### src/design/lsws_pkg.sv
package lsws_pkg;

  // Default number of stored words
  localparam int DEPTH_DEF = 16;

  localparam int CMD_W   = 3;
  localparam int VALUE_W = 32;
  localparam int POS_W   = 5;
  localparam int COUNT_W = 5;
  localparam int STAT_W  = 2;

  // Command codes
  localparam logic [CMD_W-1:0] CMD_ADD_FRONT = 3'd0;
  localparam logic [CMD_W-1:0] CMD_ADD_BACK  = 3'd1;
  localparam logic [CMD_W-1:0] CMD_REM_FRONT = 3'd2;
  localparam logic [CMD_W-1:0] CMD_REM_BACK  = 3'd3;
  localparam logic [CMD_W-1:0] CMD_COUNT     = 3'd4;
  localparam logic [CMD_W-1:0] CMD_SEARCH    = 3'd5;

  // Status codes
  localparam logic [STAT_W-1:0] STAT_OK    = 2'd0;
  localparam logic [STAT_W-1:0] STAT_FULL  = 2'd1;
  localparam logic [STAT_W-1:0] STAT_EMPTY = 2'd2;

  typedef struct packed {
    logic [CMD_W-1:0]          cmd;
    logic signed [VALUE_W-1:0] value;
  } lsws_in_t;

  typedef struct packed {
    logic [POS_W-1:0]   position;
    logic [COUNT_W-1:0] count;
    logic [STAT_W-1:0]  status;
  } lsws_out_t;

  // Commands from controller to datapath
  typedef struct packed {
    logic take_in;    // capture the input transaction
    logic apply;      // execute a non-search command and load its result
    logic srch_init;  // clear the search pointers
    logic srch_step;  // advance the search by one word
    logic srch_fin;   // load the search result
  } lsws_ctl_t;

  // Status from datapath to controller
  typedef struct packed {
    logic is_search;
    logic srch_done;
    logic out_free;
  } lsws_sts_t;

endpackage

### src/design/lsws_ram.sv
module lsws_ram import lsws_pkg::*; #(
  parameter int WIDTH = VALUE_W,
  parameter int DEPTH = DEPTH_DEF
) (
  input  logic                     clk,
  input  logic                     we,
  input  logic [$clog2(DEPTH)-1:0] waddr,
  input  logic [WIDTH-1:0]         wdata,
  input  logic                     re,
  input  logic [$clog2(DEPTH)-1:0] raddr,
  output logic [WIDTH-1:0]         rdata
);

  logic [WIDTH-1:0] mem [DEPTH];
  logic [WIDTH-1:0] rdata_r;

  // Write port and registered read port
  always_ff @(posedge clk) begin
    if (we) begin
      mem[waddr] <= wdata;
    end
    if (re) begin
      rdata_r <= mem[raddr];
    end
  end

  assign rdata = rdata_r;

endmodule

### src/design/lsws_ctrl.sv
module lsws_ctrl import lsws_pkg::*; (
  input  logic      clk,
  input  logic      rst_n,
  input  logic      in_valid,
  output logic      in_ready,
  input  lsws_sts_t sts,
  output lsws_ctl_t ctl
);

  typedef enum logic [1:0] {
    S_IDLE,
    S_EXEC,
    S_SEARCH,
    S_SFIN
  } state_t;

  state_t state_r, state_nxt;

  // Next state and command decode
  always_comb begin
    state_nxt = state_r;
    ctl       = '0;
    in_ready  = 1'b0;
    case (state_r)
      S_IDLE: begin
        in_ready = 1'b1;
        if (in_valid) begin
          ctl.take_in = 1'b1;
          state_nxt   = S_EXEC;
        end
      end
      S_EXEC: begin
        if (sts.is_search) begin
          ctl.srch_init = 1'b1;
          state_nxt     = S_SEARCH;
        end else if (sts.out_free) begin
          ctl.apply = 1'b1;
          state_nxt = S_IDLE;
        end
      end
      S_SEARCH: begin
        ctl.srch_step = 1'b1;
        if (sts.srch_done) begin
          state_nxt = S_SFIN;
        end
      end
      S_SFIN: begin
        if (sts.out_free) begin
          ctl.srch_fin = 1'b1;
          state_nxt    = S_IDLE;
        end
      end
      default: begin
        state_nxt = S_IDLE;
      end
    endcase
  end

  // Hold state
  always_ff @(posedge clk) begin
    if (!rst_n) begin
      state_r <= S_IDLE;
    end else begin
      state_r <= state_nxt;
    end
  end

endmodule

### src/design/lsws_dp.sv
module lsws_dp import lsws_pkg::*; #(
  parameter int DEPTH = DEPTH_DEF
) (
  input  logic      clk,
  input  logic      rst_n,
  input  lsws_in_t  in_data,
  input  lsws_ctl_t ctl,
  output lsws_sts_t sts,
  output logic      out_valid,
  input  logic      out_ready,
  output lsws_out_t out_data
);

  localparam int AW = $clog2(DEPTH);
  localparam int CW = $clog2(DEPTH + 1);

  lsws_in_t          in_r;
  logic [AW-1:0]     front_r, front_nxt;
  logic [CW-1:0]     cnt_r, cnt_nxt;
  logic [CW-1:0]     rd_off_r;
  logic              cmp_vld_r;
  logic [CW-1:0]     cmp_off_r;
  logic [POS_W-1:0]  spos_r;
  logic              out_valid_r;
  lsws_out_t         out_r, res;

  logic              we;
  logic [AW-1:0]     waddr;
  logic              re;
  logic [AW-1:0]     raddr;
  logic [VALUE_W-1:0] rdata;
  logic              full, empty, match, rd_more, done, out_free;

  // Ring position of an offset from the front; offset is at most DEPTH
  function automatic logic [AW-1:0] ring_at(input logic [AW-1:0] front,
                                            input logic [CW-1:0] off);
    logic [AW:0] sum;
    sum = {1'b0, front} + (AW+1)'(off);
    if (sum >= (AW+1)'(DEPTH)) begin
      sum = sum - (AW+1)'(DEPTH);
    end
    return sum[AW-1:0];
  endfunction

  lsws_ram #(
    .WIDTH (VALUE_W),
    .DEPTH (DEPTH)
  ) u_ram (
    .clk   (clk),
    .we    (we),
    .waddr (waddr),
    .wdata (in_r.value),
    .re    (re),
    .raddr (raddr),
    .rdata (rdata)
  );

  assign full     = (cnt_r == CW'(DEPTH));
  assign empty    = (cnt_r == '0);
  assign match    = cmp_vld_r && (rdata == in_r.value);
  assign rd_more  = (rd_off_r < cnt_r);
  assign done     = match || (!cmp_vld_r && !rd_more);
  assign out_free = !out_valid_r || out_ready;

  assign sts.is_search = (in_r.cmd == CMD_SEARCH);
  assign sts.srch_done = done;
  assign sts.out_free  = out_free;

  assign raddr = ring_at(front_r, rd_off_r);
  assign re    = ctl.srch_step && !done && rd_more;

  // Execute add, remove and count
  always_comb begin
    front_nxt    = front_r;
    cnt_nxt      = cnt_r;
    we           = 1'b0;
    waddr        = ring_at(front_r, cnt_r);
    res.position = '0;
    res.status   = STAT_OK;
    case (in_r.cmd)
      CMD_ADD_FRONT: begin
        if (full) begin
          res.status = STAT_FULL;
        end else begin
          front_nxt = (front_r == '0) ? AW'(DEPTH - 1) : front_r - 1'b1;
          waddr     = front_nxt;
          we        = ctl.apply;
          cnt_nxt   = cnt_r + 1'b1;
        end
      end
      CMD_ADD_BACK: begin
        if (full) begin
          res.status = STAT_FULL;
        end else begin
          we      = ctl.apply;
          cnt_nxt = cnt_r + 1'b1;
        end
      end
      CMD_REM_FRONT: begin
        if (empty) begin
          res.status = STAT_EMPTY;
        end else begin
          front_nxt = (front_r == AW'(DEPTH - 1)) ? '0 : front_r + 1'b1;
          cnt_nxt   = cnt_r - 1'b1;
        end
      end
      CMD_REM_BACK: begin
        if (empty) begin
          res.status = STAT_EMPTY;
        end else begin
          cnt_nxt = cnt_r - 1'b1;
        end
      end
      default: begin
      end
    endcase
    res.count = COUNT_W'(cnt_nxt);
  end

  // Hold the input transaction
  always_ff @(posedge clk) begin
    if (ctl.take_in) begin
      in_r <= in_data;
    end
  end

  // Ring pointers
  always_ff @(posedge clk) begin
    if (!rst_n) begin
      front_r <= '0;
      cnt_r   <= '0;
    end else if (ctl.apply) begin
      front_r <= front_nxt;
      cnt_r   <= cnt_nxt;
    end
  end

  // Search walk: read one word a cycle, compare it in the cycle after its read
  always_ff @(posedge clk) begin
    if (!rst_n) begin
      cmp_vld_r <= 1'b0;
      rd_off_r  <= '0;
    end else if (ctl.srch_init) begin
      cmp_vld_r <= 1'b0;
      rd_off_r  <= '0;
    end else if (ctl.srch_step && !done) begin
      cmp_vld_r <= rd_more;
      if (rd_more) begin
        rd_off_r <= rd_off_r + 1'b1;
      end
    end
  end

  always_ff @(posedge clk) begin
    if (ctl.srch_step && !done && rd_more) begin
      cmp_off_r <= rd_off_r;
    end
    if (ctl.srch_step && done) begin
      spos_r <= match ? POS_W'(cmp_off_r + 1'b1) : '0;
    end
  end

  // Output register
  always_ff @(posedge clk) begin
    if (!rst_n) begin
      out_valid_r <= 1'b0;
    end else if (ctl.apply || ctl.srch_fin) begin
      out_valid_r <= 1'b1;
    end else if (out_ready) begin
      out_valid_r <= 1'b0;
    end
  end

  always_ff @(posedge clk) begin
    if (ctl.apply) begin
      out_r <= res;
    end else if (ctl.srch_fin) begin
      out_r.position <= spos_r;
      out_r.count    <= COUNT_W'(cnt_r);
      out_r.status   <= STAT_OK;
    end
  end

  assign out_valid = out_valid_r;
  assign out_data  = out_r;

endmodule

### src/design/list_store_with_search.sv
// Double-ended store of up to DEPTH signed 32-bit words with linear search.
// Input channel (in_valid/in_ready/in_data) carries one command per
// transaction: add front, add back, remove front, remove back, count, search.
// Result channel (out_valid/out_ready/out_data) returns exactly one
// transaction per command: match position, count after the command, status.
// Adds, removals and count execute once the output register is free and load
// their result there; the next command is accepted back in the idle state.
// A search walks the stored words from the front through the single RAM
// read port, one word per cycle, with a registered read feeding the compare,
// stops at the first match or after the last stored word, and the next command
// can be accepted once the search result is loaded.
// One command is worked at a time; in_ready is high only in the idle state.
// The result sits in an output register, so the next command is accepted
// while a finished result still waits for out_ready; a stalled receiver
// holds out_data steady and stops the block only once a new result is due.
// Synchronous active-low reset empties the store (front and count to zero)
// and drops any pending result; the word RAM itself is not cleared.
module list_store_with_search import lsws_pkg::*; #(
  parameter int DEPTH = DEPTH_DEF
) (
  input  logic      clk,
  input  logic      rst_n,
  input  logic      in_valid,
  output logic      in_ready,
  input  lsws_in_t  in_data,
  output logic      out_valid,
  input  logic      out_ready,
  output lsws_out_t out_data
);

  lsws_ctl_t ctl;
  lsws_sts_t sts;

  lsws_ctrl u_ctrl (
    .clk      (clk),
    .rst_n    (rst_n),
    .in_valid (in_valid),
    .in_ready (in_ready),
    .sts      (sts),
    .ctl      (ctl)
  );

  lsws_dp #(
    .DEPTH (DEPTH)
  ) u_dp (
    .clk       (clk),
    .rst_n     (rst_n),
    .in_data   (in_data),
    .ctl       (ctl),
    .sts       (sts),
    .out_valid (out_valid),
    .out_ready (out_ready),
    .out_data  (out_data)
  );

endmodule

### config.mk
export PLATFORM = sky130hd
export DESIGN_NAME = list_store_with_search
export DESIGN_NICKNAME = d
export VERILOG_FILES = /design/src/design/lsws_pkg.sv /design/src/design/lsws_ram.sv /design/src/design/lsws_ctrl.sv /design/src/design/lsws_dp.sv /design/src/design/list_store_with_search.sv
export SDC_FILE = /design/constraint.sdc
export NUM_CORES = 1
export LEC_CHECK = 0
export BUFFER_PORTS_ARGS = -buffer_cell sky130_fd_sc_hd__buf_2
export CAP_MARGIN = 20
export CORE_UTILIZATION = 31
export CTS_CLUSTER_SIZE = 24
export DETAILED_ROUTE_END_ITERATION = 16
export PLACE_DENSITY_LB_ADDON = 0.2
export REMOVE_ABC_BUFFERS = 1
export SLEW_MARGIN = 15
export SYNTH_ARGS = -nofsm -noshare
export SYNTH_HDL_FRONTEND = slang
export SYNTH_HIERARCHICAL = 1
export SYNTH_SLANG_ARGS = --single-unit
### constraint.sdc
create_clock -name clk -period 8.1 [get_ports clk]
set_clock_uncertainty 0.05 [all_clocks]
set_input_delay 0.405 -clock clk [delete_from_list [all_inputs] [get_ports clk]]
set_output_delay 0.405 -clock clk [all_outputs]
set_load 0.1 [all_outputs]
---- Word-level counts from Yosys, hierarchy flattened ----
Memory sizes are Yosys's and may differ from the RTL's. A register that Yosys moved wholly into a read port is not among the register bits.
Index checks and enable logic that the tools add are counted.
storage, ports and cells
  bits in registers ....................... 75
  bits in writable memories ............... 512
  bits of input ports ..................... 39
  output and inout bits ................... 14
  memories kept ........................... 1
memory list
  memory          words  width  rd ports  clocked after Yosys merged registers in  wr ports  line            text
  u_dp.u_ram.mem  16     32     1         1                                        1         lsws_ram.sv:14  logic [WIDTH-1:0] mem [DEPTH];
operators by class
  $add $sub $neg .......................... 10
  $lt $le $gt $ge ......................... 3
  equality and inequality tests ........... 14
  muxes and demuxes ....................... 37
  bitwise gates (word level) .............. 1
  reductions and logical operators ........ 25
operator list
  cell                 number
  $eq 32x32->1         1
  $mux 4               8
  $add 5x1->5 const B  3
  $mux 1               15
  $mux 7               2
  $mux 2               6
  $sub 4x1->4 const B  3
  $add 4x5->5          2
  $ge 5x5->1 const B   2
  $mux 5               2
  $pmux 5 s2           1
  $pmux 2 s4           1
  $pmux 4 s2           1
  $eq 3x2->1 const B   2
  $ne 2x2->1 const B   3
  $reduce_bool 2->1    3
  $reduce_or 2->1      3
  $eq 5x5->1 const B   1
  $logic_and 1x1->1    5
  $logic_not 5->1      1
  $lt 5x5->1           1
  $sub 5x1->5 const B  1
  $add 4x1->4 const B  1
  $eq 2x2->1 const B   2
  14 further kinds     20

---- Depth between registers and ports, before layout ----
Gate-level depths: netlist of run 1.
  depth in word-level cells ............... 9
  depth in mapped cells ................... 10

---- Cells and area by module ----
The synthesis of run 1 kept the hierarchy.
by module, submodules not included
  module     times used  cells each  area each (µm²)
  lsws_ram   1           838         20,155.6
  lsws_dp    1           306         3,624.7
  lsws_ctrl  1           14          133.9

---- Worst setup path before layout of run 1 ----
OpenSTA, ideal clock, no wires.
  path kind ............................... reg-to-reg
  start ................................... register u_dp.cnt_r[0]
  end ..................................... memory u_dp/u_ram/mem[0][0] (netlist bit), enable pin
  library setup time ...................... 0.461 ns
  arrival time ............................ 4.458 ns
  data required time ...................... 7.589 ns
  setup slack ............................. 3.131 ns
  stages on the path, launching flop included .. 9
  path through ............................ dfxtp_1 -> inv_1 -> ha_1 -> nor3b_2 -> a211o_1 -> nor2_2 -> mux2_2 -> or3b_2 -> nor3_1
on the way
  cells in the longest elaborated chain, start to end .. 5
  elaborated cells on any way between the ends .. 11
  classes of those cells .................. 2 x add/sub; 1 x order compare; 1 x eq/ne; 7 x mux
RTL lines
  what                                       line                          text
  from (decl)                                lsws_dp.sv:19                 logic [CW-1:0] cnt_r, cnt_nxt;
  from (signal assigned)                     lsws_dp.sv:134                cnt_r <= cnt_nxt;
  $add 4x5->5                                lsws_dp.sv:38                 sum = {1'b0, front} + (AW+1)'(off);
  $sub 4x1->4 or $ge 5x5->1 (tied branches)  lsws_dp.sv:40, lsws_dp.sv:39
  $mux 4                                     lsws_dp.sv:39                 if (sum >= (AW+1)'(DEPTH)) begin
  $mux 4                                     lsws_dp.sv:82                 if (full) begin
  $mux 4 *                                   lsws_dp.sv:80                 case (in_r.cmd)
  named net u_dp.waddr[3]                    lsws_dp.sv:28                 logic [AW-1:0] waddr;
  to (decl)                                  lsws_ram.sv:14
Mark *: on every way through the listed nets, which the timed path passes. The rest lies on a longest branch.

---- Worst setup path after layout of run 1 ----
  start ................................... register u_dp.cnt_r[1]
  end ..................................... memory u_dp/u_ram/mem[15][5] (netlist bit), enable pin
The elaborated chain is that of the path after synthesis.

==> flow_metrics.tcl, run 1 <==
set metrics [dict create \
    wl_um 53500 \
    ys_ff_latch 619 \
    gp_congestion 0.734 \
    tritoncts "yes" \
    cp_max_fo 17 \
    first_global_vias 12100 \
    ctsHoldBuffers 35 \
    clkSinkCount 619 \
    synthesis.instances 1158 \
    hp-class "input pin to register" \
    r2r_cells 9 \
    slew_headroom 0.253 \
    worst_ep_arrival_time_ns 4.51 \
    die_w_um 280 \
    first_pass_iters 4 \
    cts_made_buffers 69 \
    worstPathCellList "inv_1 > ha_1 > nor3b_2 > a211o_1 > nor2_2 > mux2i_1 > nand2_1 > nor2_4 > buf_4" \
    rr_startpoint "u_dp/cnt_r[1]" \
    crit_buf_inv 2 \
    finalCriticalPeriod_ns 4.29 \
    rsz0062_at_grt "no" \
    ys_types 58 \
    rr_endpoint "u_dp/u_ram/mem[15][5]" \
    synth_top_area_cell "edfxtp_1" \
    rows 101 \
    dp_hpwl_um 26200 \
    fillers 7059 \
    crit_path_max_incr_delay_ns 0.75 \
    initial_utilization 0.314 \
    vias_per_cell 4.82 \
    clk_pin_slew_ns 0.06 \
    slowest_stage "nor2_4" \
    drc 0 \
    dpl_cell_area_um2 25600 \
    power_density_nw_per_um2 245 \
    routed-via-count 11500 \
    final_common_cell "edfxtp_1" \
    layout_common_cells "edfxtp_1 (596), mux4_2 (128), clkbuf_16 (71)" \
    ir_drop_uv 164 \
    clk_path_buf_depth 3 \
    ys.warnings.count 6 \
    synthToLayoutAreaGrowth_pct 17.7 \
    antenna_left 0 \
    antenna_cells 0 \
    setup_viol 0 \
    antenna_found_initial 0 \
    tightest_slew_ns 1.12 \
    synth_top_area_frac 0.748 \
    required_ns 8.32 \
    startpoint_type "register" \
    p_leak_uw 0.00875 \
    drive_gt1_frac 0.252 \
    min-delay-start "rst_n" \
    drtIter0Drc 893 \
    cts.htree.levels 3 \
    synthArstFlopShare 0 \
    synth_edf_count 596 \
    tns_ns 0 \
    insertion_delay_ns 0.61 \
    r2r_slack_ns 3.81 \
    criticalPathCategory "register to register" \
    dieHeight_um 280 \
    post-route-period-util 0.530 \
    ys_top_cells_by_area "edfxtp_1 (75%), mux4_2 (12%), a22oi_1 (2.0%)" \
    nets 1348 \
    report.final.slew_viol_count 0 \
    hold-path-cell-count 2 \
    core_um2 76100 \
    io_buffers 52 \
    avgSynthCellArea_um2 20.7 \
    maxCapViolCount 0 \
    cpLargestDelayFamily "simple AND/OR/NAND/NOR gates" \
    worstSetupEndpointType "register" \
    grt_max_degree 129 \
    status "finished clean" \
    grt_pass1_wl_um 79600 \
    ys_seq_area_frac 0.768 \
    hold_violations 0 \
    io-pin-count 53 \
    final_cell_area_um2 28200 \
    max_freq_mhz 233 \
    wl_per_cell_um 22.5 \
    overflow 0 \
    root_buffer "clkbuf_16" \
    hold_ws_ns 0.0710 \
    dieArea_um2 78300 \
    synth_area_um2 23900 \
    cts_resized 0 \
    hold_end "u_ctrl/state_r[1]" \
    grt_util_all_layers 0.139 \
    synthFlopType "edfxtp_1" \
    postCtsSetupRepairBufs 0 \
]
how the worst max path moves through the flow:
| stage | from | endpoint | slack (ns) | depth (start not counted) |
|---|---|---|---|---|
| 3_3_place_gp | u_dp/cnt_r[0] | u_dp/u_ram/mem[15][26] | 3.97 | 9 |
| 4_1_cts | u_dp/cnt_r[0] | u_dp/u_ram/mem[15][14] | 3.79 | 9 |
| 3_5_place_dp | u_dp/cnt_r[0] | u_dp/u_ram/mem[15][5] | 3.79 | 9 |
| 2_1_floorplan | u_dp/front_r[0] | u_dp/u_ram/rdata[0] | 1.62 | 4 |
| 5_1_grt | u_dp/cnt_r[0] | u_dp/u_ram/mem[15][14] | 3.58 | 9 |
| 6_report | u_dp/cnt_r[1] | u_dp/u_ram/mem[15][5] | 3.81 | 9 |
metal layers:
| metal | track usage | wire (µm) | up-vias |
|---|---|---|---|
| li1 | - | - | 5029 |
| met1 | 0.198 | 25000 | 6082 |
| met2 | 0.217 | 25000 | 268 |
| met3 | 0.0226 | 2200 | 81 |
| met4 | 0.0467 | 1280 | 0 |
| met5 | 0 | 0 | - |
sequential cells by signal (all words and copies together) (netlist names):
name and flops:
u_dp/out_valid 1, u_dp/rd_off_r 5, u_dp/spos_r 5, u_dp/out_data 12
u_dp/cmp_off_r 5, u_dp/in_r 35, u_ctrl/state_r 2, u_dp/front_r 4
u_dp/cnt_r 5, u_dp/u_ram/mem 512, u_dp/u_ram/rdata 32, u_dp/cmp_vld_r 1
power by group:
group	internal (µW)	switching, µW	total (µW)	leakage, µW
Sequential	3550	52.3	3610	0.00557
Clock	1760	1280	3050	0.00107
Combinational	96.3	142	238	0.00210
per-stage QoR:
step,setup WS (ns),power [µW],util,std cells
after CTS,3.79,6990,0.370,2377
after detailed placement,3.79,3910,0.336,2215
after global placement,3.97,3900,0.336,2215
after global routing,3.58,7130,0.370,2377
after floorplan,1.62,3820,-,1105
final,3.81,6890,0.370,2377
cell type report:
cell class	count	area [µm²]	share of cell area
Clock buffer	88	1850	0.0657
Clock inverter	39	354	0.0126
Inverter	18	67.6	0.00240
Multi-Input combinational cell	468	5390	0.191
Sequential cell	619	18400	0.652
Tap cell	1030	1290	0.0458
Timing Repair Buffer	115	846	0.0300
cells by family (layout without fill, tap and decap cells):
group | after synthesis | in the layout | share of synthesized area
AOI/OAI and AO/OA | 122 | 122 | 0.0375
xor gates and xnor gates | 45 | 45 | 0.0165
adders and majority gates | 18 | 18 | 0.0100
muxes | 140 | 140 | 0.126
DFF | 619 | 619 | 0.768
buffers and inverters | 71 | 260 | 0.0135
and+or+nand+nor | 143 | 143 | 0.0292
cell usage after synthesis (all sizes together), types with 2 or more instances:
library cell	n
nand3	7
a22o	2
nand3b	2
mux2i	10
a21oi	17
o211ai	3
mux4	128
dfxtp	23
inv	18
a41o	3
a211oi	5
nor2b	5
nor4	2
a21boi	2
ha	16
edfxtp	596
o21ai	6
and3	2
a31oi	5
nor3b	2
a21o	4
nand4	6
and2	9
a22oi	64
buf	33
nor3	12
nand2	42
xor2	9
nand2b	10
clkbuf	20
xnor2	36
nor2	38
o21a	3
mux2	2
fa	2
Note: power is estimated with default switching activity, not from simulation.
==> inputs of run 2 (changes only) <==
==> constraint.sdc (replaced) <==
create_clock -name clk -period 3.6 [get_ports clk]
set_clock_uncertainty 0.05 [all_clocks]
set_input_delay 0.18 -clock clk [delete_from_list [all_inputs] [get_ports clk]]
set_output_delay 0.18 -clock clk [all_outputs]
set_load 0.1 [all_outputs]
==> flow_metrics.tcl, run 2 (synthesis gave the netlist of run 1 again) <==
set metrics [dict create \
    grt_util_all_layers 0.148 \
    finalCriticalPeriod_ns 3.40 \
    hold-path-cell-count 2 \
    setup_viol 0 \
    gp_congestion 0.749 \
    hold_violations 0 \
    fillers 6985 \
    status "finished clean" \
    criticalPathCategory "register to register" \
    dp_hpwl_um 35300 \
    power_uw 16000 \
    grt_max_degree 36 \
    die_w_um 280 \
    root_buffer "clkbuf_16" \
    maxCapViolCount 0 \
    required_ns 3.82 \
    routed-via-count 11700 \
    startpoint_type "register" \
    core_um2 76100 \
    ir_drop_uv 280 \
    dieArea_um2 78300 \
    grt_pass1_wl_um 83400 \
    wl_met2_um 25800 \
    overflow 0 \
    rows 101 \
    largest_reg_flops 512 \
    max_freq_mhz 294 \
    insertion_delay_ns 0.60 \
    worstSetupEndpointType "register" \
    drtIter0Drc 832 \
    cts.htree.levels 3 \
    clkSinkCount 619 \
    first_pass_iters 5 \
    power_density_nw_per_um2 553 \
    synthToLayoutAreaGrowth_pct 21.2 \
    postLayoutSetupSlackWorst_ns 0.202 \
    vias_per_cell 4.80 \
    hp-class "input pin to register" \
    initial_utilization 0.314 \
    dieHeight_um 280 \
    slew_headroom 0.341 \
    antenna_left 0 \
    wl_met1_um 27000 \
    register_area_um2 18400 \
    tightest_slew_ns 0.982 \
    io-pin-count 53 \
    cp_max_fo 18 \
    multi_input_area_um2 5390 \
    largest_register "u_dp/u_ram/mem" \
    drc 0 \
    p_leak_uw 0.00915 \
    wl_per_cell_um 23.3 \
    pre_cts_ws_ns 0.0983 \
    io_buffers 52 \
    routed-wl-met3_um 2940 \
    top_layer "met4" \
    antenna_found_initial 0 \
    tritoncts "yes" \
    report.final.slew_viol_count 0 \
    wl_um 56700 \
    cts_made_buffers 69 \
    r2r_cells 9 \
    layout_common_cells "edfxtp_1 (596), mux4_2 (128), clkbuf_16 (73)" \
    rsz0062_at_grt "no" \
    post-route-period-util 0.944 \
    clk_path_buf_depth 3 \
    worst_ep_arrival_time_ns 3.62 \
    drive_gt1_frac 0.282 \
    nets 1404 \
    clk_pin_slew_ns 0.06 \
    first_global_vias 12100 \
    final_common_cell "edfxtp_1" \
]
## run 2: cell types whose count changed in the layout (fill, tap and decap cells not counted), sizes merged
cell / change
diode: +1
dlygate4sd3: +4
buf: +52
bufinv: +6
inv: +1
clkbuf: -2
clkinv: -7
## run 2: where the power goes
part | switching, µW | leakage, µW | total, µW | internal [µW]
sequential | 68.9 | 0.00557 | 8060 | 7990
clock | 2850 | 0.00113 | 7270 | 4430
combinational | 438 | 0.00244 | 699 | 261
## run 2: repair_timing
| action | CTS | global route |
|---|---|---|
| hold buffers | 39 | 0 |
| resized for setup | 0 | 2 |
| setup buffers | 0 | 0 |
| endpoints found under the setup margin | 0 | 159 |
| hold endpoints to repair | 41 | 0 |
## run 2: worst max-delay path: stages, from the launching register on
cell and delay (ns):
dfxtp_1 0.41, inv_1 0.11, ha_1 0.24, nor3b_2 0.20, a211o_1 0.36, nor2_2 0.15, mux2_2 0.42, or3b_2 0.59
nor3_2 0.17, buf_4 0.33
## run 2: final timing paths
path         slack, ns                    end              from
max               0.20  u_dp/u_ram/mem[0][18]     u_dp/cnt_r[0]
min               0.23           u_dp/in_r[7]        in_data[7]
max reg2reg       0.20  u_dp/u_ram/mem[0][18]     u_dp/cnt_r[0]
min reg2reg       0.43       u_dp/out_data[7]  u_dp/out_data[7]
## run 2: final cells by class
| type | count | share of cell area |
|---|---|---|
| inverters | 18 | 0.00233 |
| clock inverters | 39 | 0.0159 |
| multi-input cells | 468 | 0.186 |
| repair buffers | 171 | 0.0527 |
| flip-flops and latches | 619 | 0.634 |
| well taps | 1030 | 0.0445 |
| diodes | 1 | 0.0000864 |
| clock buffers | 86 | 0.0647 |
## run 2: routing by layer
layer | vias up | track usage
li1 | 5140 | -
met2 | 269 | 0.223
met3 | 75 | 0.0294
met4 | 0 | 0.0420
met5 | - | 0
met1 | 6190 | 0.217
## run 2: metrics by stage
step                      instance area, µm²  setup TNS, ns  cells  utilization  hold WS, ns
after floorplan                        23700        -430.88   1105            -        0.229
after global placement                 26200              0   2267        0.345        0.307
after detailed placement               26200              0   2267        0.345        0.308
after CTS                              29000              0   2431        0.381        0.190
after global routing                   29000              0   2431        0.381        0.209
final                                  29000              0   2432        0.381        0.227
